===== src/sv/legik_pkg.sv =====
`timescale 1ns / 1ps
`default_nettype none
package legik_pkg;

    localparam int POS_W           = 16;
    localparam int ANG_W           = 16;
    localparam int LEN_W           = 14;
    localparam int ANGLE_FRAC_BITS = 12;
    localparam int CFG_IDX_W       = 2;
    localparam int Q_FRAC          = 30;

    typedef enum logic [CFG_IDX_W-1:0] {
        CFG_COXA  = 2'd0,
        CFG_FEMUR = 2'd1,
        CFG_TIBIA = 2'd2
    } cfg_idx_t;

    typedef logic [LEN_W-1:0]   len_t;
    typedef logic [2*LEN_W:0]   lensq_t;
    typedef logic [2*POS_W-1:0] m2_t;

    localparam len_t COXA_RST  = len_t'(5200);
    localparam len_t FEMUR_RST = len_t'(6600);
    localparam len_t TIBIA_RST = len_t'(13300);

    typedef struct packed {
        logic signed [POS_W-1:0] z;
        logic signed [POS_W-1:0] y;
        logic signed [POS_W-1:0] x;
    } pos_t;

    typedef logic signed [POS_W+1:0] t_t;

    localparam int SQ_IN_W  = 62;
    localparam int SQ_OUT_W = 32;
    localparam int SQ_STEPS = SQ_IN_W / 2;
    localparam int SQ_LAT   = SQ_STEPS + 1;
    typedef logic [SQ_IN_W-1:0]  sq_word_t;
    typedef logic [SQ_OUT_W-1:0] sq_out_t;

    localparam int DIV_W     = 44;
    localparam int DIV_Q_W   = Q_FRAC + 1;
    localparam int DIV_STEPS = Q_FRAC;
    localparam int DIV_LAT   = DIV_STEPS + 2;
    localparam int C_W       = 32;
    typedef logic signed [DIV_W-1:0] div_num_t;
    typedef logic [DIV_W-1:0]        div_den_t;
    typedef logic signed [C_W-1:0]   c_t;

    localparam int COR_IN_W  = 34;
    localparam int COR_W     = 44;
    localparam int COR_Z_W   = 36;
    localparam int COR_STEPS = 31;
    localparam int COR_NORM  = 40;
    localparam int COR_LAT   = COR_STEPS + 4;
    typedef logic signed [COR_IN_W-1:0] cor_in_t;
    typedef logic signed [COR_W-1:0]    cor_t;
    typedef logic signed [COR_Z_W-1:0]  cor_z_t;

    localparam cor_z_t PI_Q30 = cor_z_t'(64'sd3373259426);

    localparam logic [31:0] ATAN_TAB [COR_STEPS] = '{
        32'h3243F6A8, 32'h1DAC6705, 32'h0FADBAFC, 32'h07F56EA6, 32'h03FEAB76,
        32'h01FFD55B, 32'h00FFFAAA, 32'h007FFF55, 32'h003FFFEA, 32'h001FFFFD,
        32'h000FFFFF, 32'h0007FFFF, 32'h0003FFFF, 32'h0001FFFF, 32'h0000FFFF,
        32'h00007FFF, 32'h00003FFF, 32'h00001FFF, 32'h00000FFF, 32'h000007FF,
        32'h000003FF, 32'h000001FF, 32'h000000FF, 32'h0000007F, 32'h0000003F,
        32'h0000001F, 32'h0000000F, 32'h00000008, 32'h00000004, 32'h00000002,
        32'h00000001
    };

    localparam int T_A = 1;
    localparam int T_R = T_A + SQ_LAT;
    localparam int T_T = T_R + 1;
    localparam int T_M = T_T + 1;
    localparam int T_Q = T_M + SQ_LAT;
    localparam int T_D = T_Q + 1;
    localparam int T_C = T_D + DIV_LAT;
    localparam int T_E = T_C + 1;
    localparam int T_F = T_E + 1;
    localparam int T_S = T_F + SQ_LAT;
    localparam int T_O = T_S + COR_LAT;
    localparam int T_G = T_O + 1;

endpackage
`default_nettype wire


===== src/sv/legik_sqrt.sv =====
`timescale 1ns / 1ps
`default_nettype none
module legik_sqrt (
    input  wire logic                 clk,
    input  wire logic                 en,
    input  wire legik_pkg::sq_word_t  din,
    output legik_pkg::sq_out_t        dout
);

    legik_pkg::sq_word_t res_reg [0:legik_pkg::SQ_STEPS-1];
    legik_pkg::sq_word_t rem_reg [0:legik_pkg::SQ_STEPS-1];
    legik_pkg::sq_out_t  out_reg;

    for (genvar i = 0; i < legik_pkg::SQ_STEPS; i++) begin : g_step
        localparam legik_pkg::sq_word_t BIT_I =
            legik_pkg::sq_word_t'(1) << (legik_pkg::SQ_IN_W - 2 - 2 * i);
        legik_pkg::sq_word_t v_in;
        legik_pkg::sq_word_t r_in;
        legik_pkg::sq_word_t trial;

        if (i == 0) begin : g_first
            assign v_in = din;
            assign r_in = '0;
        end
        else begin : g_next
            assign v_in = rem_reg[i-1];
            assign r_in = res_reg[i-1];
        end

        assign trial = r_in + BIT_I;

        always_ff @(posedge clk)
        begin
            if (en)
            begin
                if (v_in >= trial)
                begin
                    rem_reg[i] <= v_in - trial;
                    res_reg[i] <= (r_in >> 1) + BIT_I;
                end
                else
                begin
                    rem_reg[i] <= v_in;
                    res_reg[i] <= r_in >> 1;
                end
            end
        end
    end

    always_ff @(posedge clk)
    begin
        if (en)
        begin
            out_reg <= legik_pkg::sq_out_t'(res_reg[legik_pkg::SQ_STEPS-1])
                + legik_pkg::sq_out_t'(rem_reg[legik_pkg::SQ_STEPS-1]
                    > res_reg[legik_pkg::SQ_STEPS-1]);
        end
    end

    assign dout = out_reg;

endmodule
`default_nettype wire


===== config.mk =====
export PLATFORM = sky130hd
export DESIGN_NAME = legik_sqrt
export DESIGN_NICKNAME = d
export VERILOG_FILES = /design/src/sv/legik_pkg.sv /design/src/sv/legik_sqrt.sv
export SDC_FILE = /design/constraint.sdc
export NUM_CORES = 2
export LEC_CHECK = 0
export BUFFER_PORTS_ARGS = -buffer_cell sky130_fd_sc_hd__clkbuf_2
export CAP_MARGIN = 40
export CORE_MARGIN = 2
export CORE_UTILIZATION = 49
export DETAILED_ROUTE_END_ITERATION = 10
export PLACE_DENSITY = 0.74
export SKIP_LAST_GASP = 1
export SYNTH_ARGS = -nofsm -noshare
export SYNTH_HDL_FRONTEND = slang
export SYNTH_SLANG_ARGS = --single-unit
export TNS_END_PERCENT = 30

===== constraint.sdc =====
create_clock -name clk -period 5.2 [get_ports clk]
set_clock_uncertainty 0.2 [all_clocks]
set_input_delay 0.52 -clock clk [delete_from_list [all_inputs] [get_ports clk]]
set_output_delay 0.52 -clock clk [all_outputs]
set_load 0.02 [all_outputs]

# Word-level counts from Yosys, hierarchy flattened
# Memory sizes are Yosys's and may differ from the RTL's.
# Cells that the tools add are included.
[word_totals] n_memories=2 wordCells=437 ram_bits=3844 register_bits=32 out_inout_bits=32 in_bits=64
[classes] n_addsub=92 muxes=248 bitwise_logic=62 n_lt_le_gt_ge=32
[mem_list] name="rem_reg" words=31 width=62 read_ports=31 rd_clocked_by_memory_dff=0 wr=31 line="legik_sqrt.sv:11" rtl="legik_pkg::sq_word_t rem_reg [0:legik_pkg::SQ_STEPS-1];"
[mem_list] name="res_reg" words=31 width=62 read_ports=31 rd_clocked_by_memory_dff=0 wr=31 line="legik_sqrt.sv:10" rtl="legik_pkg::sq_word_t res_reg [0:legik_pkg::SQ_STEPS-1];"
[ops] operator="62-bit two-way mux" n=62
[ops] operator="62-bit greater-or-equal comparator" n=30
[ops] operator="62-bit subtractor" n=30
[ops] operator="1-bit two-way mux" n=186
[ops] operator="61-bit by 1-bit adder with 62-bit output, second input constant" n=1
[ops] operator="61-bit by 11-bit adder with 62-bit output, second input constant" n=1
[ops] operator="61-bit by 13-bit adder with 62-bit output, second input constant" n=1
[ops] operator="61-bit by 15-bit adder with 62-bit output, second input constant" n=1
[ops] operator="61-bit by 17-bit adder with 62-bit output, second input constant" n=1
[ops] operator="61-bit by 19-bit adder with 62-bit output, second input constant" n=1
[ops] operator="61-bit by 21-bit adder with 62-bit output, second input constant" n=1
[ops] operator="61-bit by 23-bit adder with 62-bit output, second input constant" n=1
[ops] operator="61-bit by 25-bit adder with 62-bit output, second input constant" n=1
[ops] operator="61-bit by 27-bit adder with 62-bit output, second input constant" n=1
[ops] operator="61-bit by 29-bit adder with 62-bit output, second input constant" n=1
[ops] operator="61-bit by 3-bit adder with 62-bit output, second input constant" n=1
[ops] operator="61-bit by 31-bit adder with 62-bit output, second input constant" n=1
[ops] operator="61-bit by 33-bit adder with 62-bit output, second input constant" n=1
[ops] operator="61-bit by 35-bit adder with 62-bit output, second input constant" n=1
[ops] operator="61-bit by 37-bit adder with 62-bit output, second input constant" n=1
[ops] operator="61-bit by 39-bit adder with 62-bit output, second input constant" n=1
[ops] operator="61-bit by 41-bit adder with 62-bit output, second input constant" n=1
[ops] operator="61-bit by 43-bit adder with 62-bit output, second input constant" n=1
[ops] operator="61-bit by 45-bit adder with 62-bit output, second input constant" n=1
[ops] operator="45 further kinds" n=106

# Depth between registers and ports, before layout
# An unclocked memory read counts as a cell.
[logic_depth] word_depth=7 ltp_mapped=22 mapped_depth_nobuf=22

# Worst setup path after synthesis
# Ideal clock, no wire load.
[synth_timing] path_kind="in2reg" from="input port en" to="memory rem_reg[1][682] (netlist bit) (enable)" arrival_ns=3.782 path_buffers=4 cell_stages=4 setup_time_ns=0.480 setup_slack_ns=0.737 required_ns=4.520 path_cell_list="clkbuf_1 > clkbuf_1 > clkbuf_1 > clkbuf_1"
[synth_lines] element="from (decl)" line="legik_sqrt.sv:5" rtl="input wire logic en,"
[synth_lines] element="to (decl)" line="legik_sqrt.sv:11"

==> out/results.tsv <==
metric	value	unit
worst path buffer plus inverter count	2	
total CTS buffers	276	
Setup Viol. Count Final	0	
RSZ-0062 raised after global routing	no	
maxcap violations	0	
most frequent CP cell	nand2_1	
yosys warns	0	
initial antenna violation count	15	
pins over their slew limit	0	
post_cts resized	0	
Starting Density	49.3	%
total track usage	24.3	%
GP Congestion	0.962	
Mapped Cells	9783	
Die Area	249000	sq um
Post-CTS Setup Inserts	0	
vias in the first global route	76828	
# DRC	0	
Power Density	441	nW/um^2
Synth area leaders	edfxtp_1 (61%), ha_1 (5.8%), xnor2_1 (3.6%), xor2_1 (3.1%), nand2_1 (2.5%)	
synth unique cells	96	
Rel. slew slack	11.1	%
CP Max Fanout	43	
Ports	96	
DP Worst Slack	0.581	ns
critical path's slowest cell	nor4_1	
Post-Place Cells	12972	
1st-iter DRT viols	8884	
fraction of registers with async set/reset	0	%
total grt overflow	0	
FP Rows	181	
detailed-route via count	79493	
CTS root buf	clkbuf_16	
total wire length	308	mm
top cell type's share of synthesized area	61.3	%
Vias/cell	5.89	
I/O Buffers	95	
Worst Path Arrival	5.17	ns
Post-Syn Area	120000	sq um
CP Class	register to register	
clock latency on the worst-skew pair	0.98	ns
first-pass GRT wire length	466	mm
CP peak stage delay	0.70	ns
most frequent cells in the layout	edfxtp_1 (2450), nand2_1 (808), inv_1 (687)	
fraction of layout cells with a size suffix above 1	7.22	%
H-tree depth	5	
Worst VDD drop	0.371	mV
Die Span X	499	um
post-DP HPWL	230	mm
outcome	finished, final reports clean	
Chip Height	499	um
fin crit period	4.76	ns
sequential area share after synthesis	61.3	%
class of the worst hold path	primary input to register	
Wirelength per Cell	22.8	um
CP Capture Type	register	
Reg clk slew, reported paths	0.06	ns
fmax	210	MHz
Largest register FFs	1922	
Final Cycle Share	91.6	%
DR pass1 iterations	6	
setup TNS	0	ns
Final WS setup	0.438	ns
P_leak	49.8	nW
Primary FF master, synth	edfxtp_1	
clock sinks	2450	
Post-synth EDFFs	2450	
worst endpoint required time	5.61	ns
delay-heaviest family, CP	simple AND/OR/NAND/NOR gates	
crit-path cells	ha_1 -> nand2_1 -> or4_1 -> nor2_1 -> nand2_1 -> nor4_1 -> a211oi_1 -> and2_1 -> clkinv_1 -> buf_4 -> nand2_1 -> nor4_1 -> xor2_1	
syn_nets	10408	
commonest non-fill, non-tap cell in the layout	edfxtp_1	
largest area contributor in the netlist	edfxtp_1	
CP startpoint kind	register	
measured slew at the worst slew-check pin	1.33	ns
Fin. Hold Viols	0	
CTS Hold Bufs	64	
Post-DRT Antenna Nets	0	
Max Root-Sink Buffers	4	
CTS tree	yes	
Non-Filler Instances	13500	
core area	243000	sq um
post-synthesis register bit count	2450	
layout net count	10738	
largest net degree at the start of global routing	193	
area grow syn2layout	11.6	%
Synth Area per Inst	12.3	sq um
worst register-to-register path, cell delays in order (launching register included):
cell,delay (ns)
edfxtp_1,0.48
ha_1,0.45
nand2_1,0.13
or4_1,0.53
nor2_1,0.16
nand2_1,0.11
nor4_1,0.70
a211oi_1,0.21
and2_1,0.41
clkinv_1,0.10
buf_4,0.40
nand2_1,0.18
nor4_1,0.29
xor2_1,0.12
area by class of cell:
| class | instances | area (sq um) |
|---|---|---|
| Clock buffer | 335 | 7280 |
| Multi-Input combinational cell | 6444 | 43200 |
| Inverter | 690 | 2590 |
| Clock inverter | 125 | 1310 |
| Timing Repair Buffer | 251 | 2010 |
| Tap cell | 3202 | 4010 |
| Antenna cell | 3 | 7.51 |
| Fill cell | 19546 | 109000 |
| Sequential cell | 2450 | 73600 |
cells in the mapped netlist, types with 45 or more instances:
cell,n
a211oi_1,45
a21o_1,225
a21oi_1,492
and3_1,53
clkbuf_1,182
edfxtp_1,2450
ha_1,561
inv_1,687
mux2_2,80
nand2_1,808
nand2b_1,121
nand3_1,186
nand3b_1,48
nand4_1,160
nor2_1,558
nor2b_1,82
nor3_1,276
nor4_1,353
nor4b_1,51
o21a_1,106
o21ai_0,552
o21bai_1,56
or2_2,46
or3_1,88
or4_1,57
xnor2_1,493
xor2_1,419
power by group:
group	switching [mW]	internal, mW	total [mW]
Combinational	7.82	5.05	12.9
Clock	7.65	11.1	18.7
Sequential	2.32	25.1	27.4
Total	17.8	41.2	59.0
cells by family after synthesis:
kind of cell	synth area share, %
simple gates	13.2
mux	0.834
buf+inv	2.80
flops	61.3
xor+xnor	6.65
fa+ha+maj	5.85
compound gates	9.41
worst paths after layout:
path	endpoint	slack, ns	startpoint	cells past startpoint
min reg2reg	res_reg[1][32]$_DFFE_PP_	0.20	res_reg[0][963]$_DFFE_PP_	0
max reg2reg	rem_reg[1][597]$_DFFE_PP_	0.44	rem_reg[1][524]$_DFFE_PP_	13
max	rem_reg[1][597]$_DFFE_PP_	0.44	rem_reg[1][524]$_DFFE_PP_	13
min	rem_reg[0][27]$_DFFE_PP_	0.07	din[27]	2
through the flow:
| step | cell area (sq um) | power [mW] | utilization [%] | hold WS, ns |
|---|---|---|---|---|
| 2_1_floorplan | 120000 | 35.9 | - | 0.217 |
| 3_3_place_gp | 125000 | 40.1 | 51.2 | 0.228 |
| 3_5_place_dp | 125000 | 40.2 | 51.2 | 0.227 |
| 4_1_cts | 134000 | 59.1 | 55.0 | 0.00175 |
| 5_1_grt | 134000 | 61.6 | 55.0 | 0.0327 |
| 6_report | 134000 | 59.0 | 55.0 | 0.0686 |
per-layer routing:
metal | part of all wire (%) | GRT usage (%) | up-vias
met5 | 0.0042 | 0 | -
met4 | 3.7 | 8.45 | 2
met3 | 7.6 | 4.14 | 611
met2 | 46 | 38.4 | 3017
met1 | 43 | 34.0 | 38665
li1 | - | - | 37198
(Power assumes the default switching activity.)
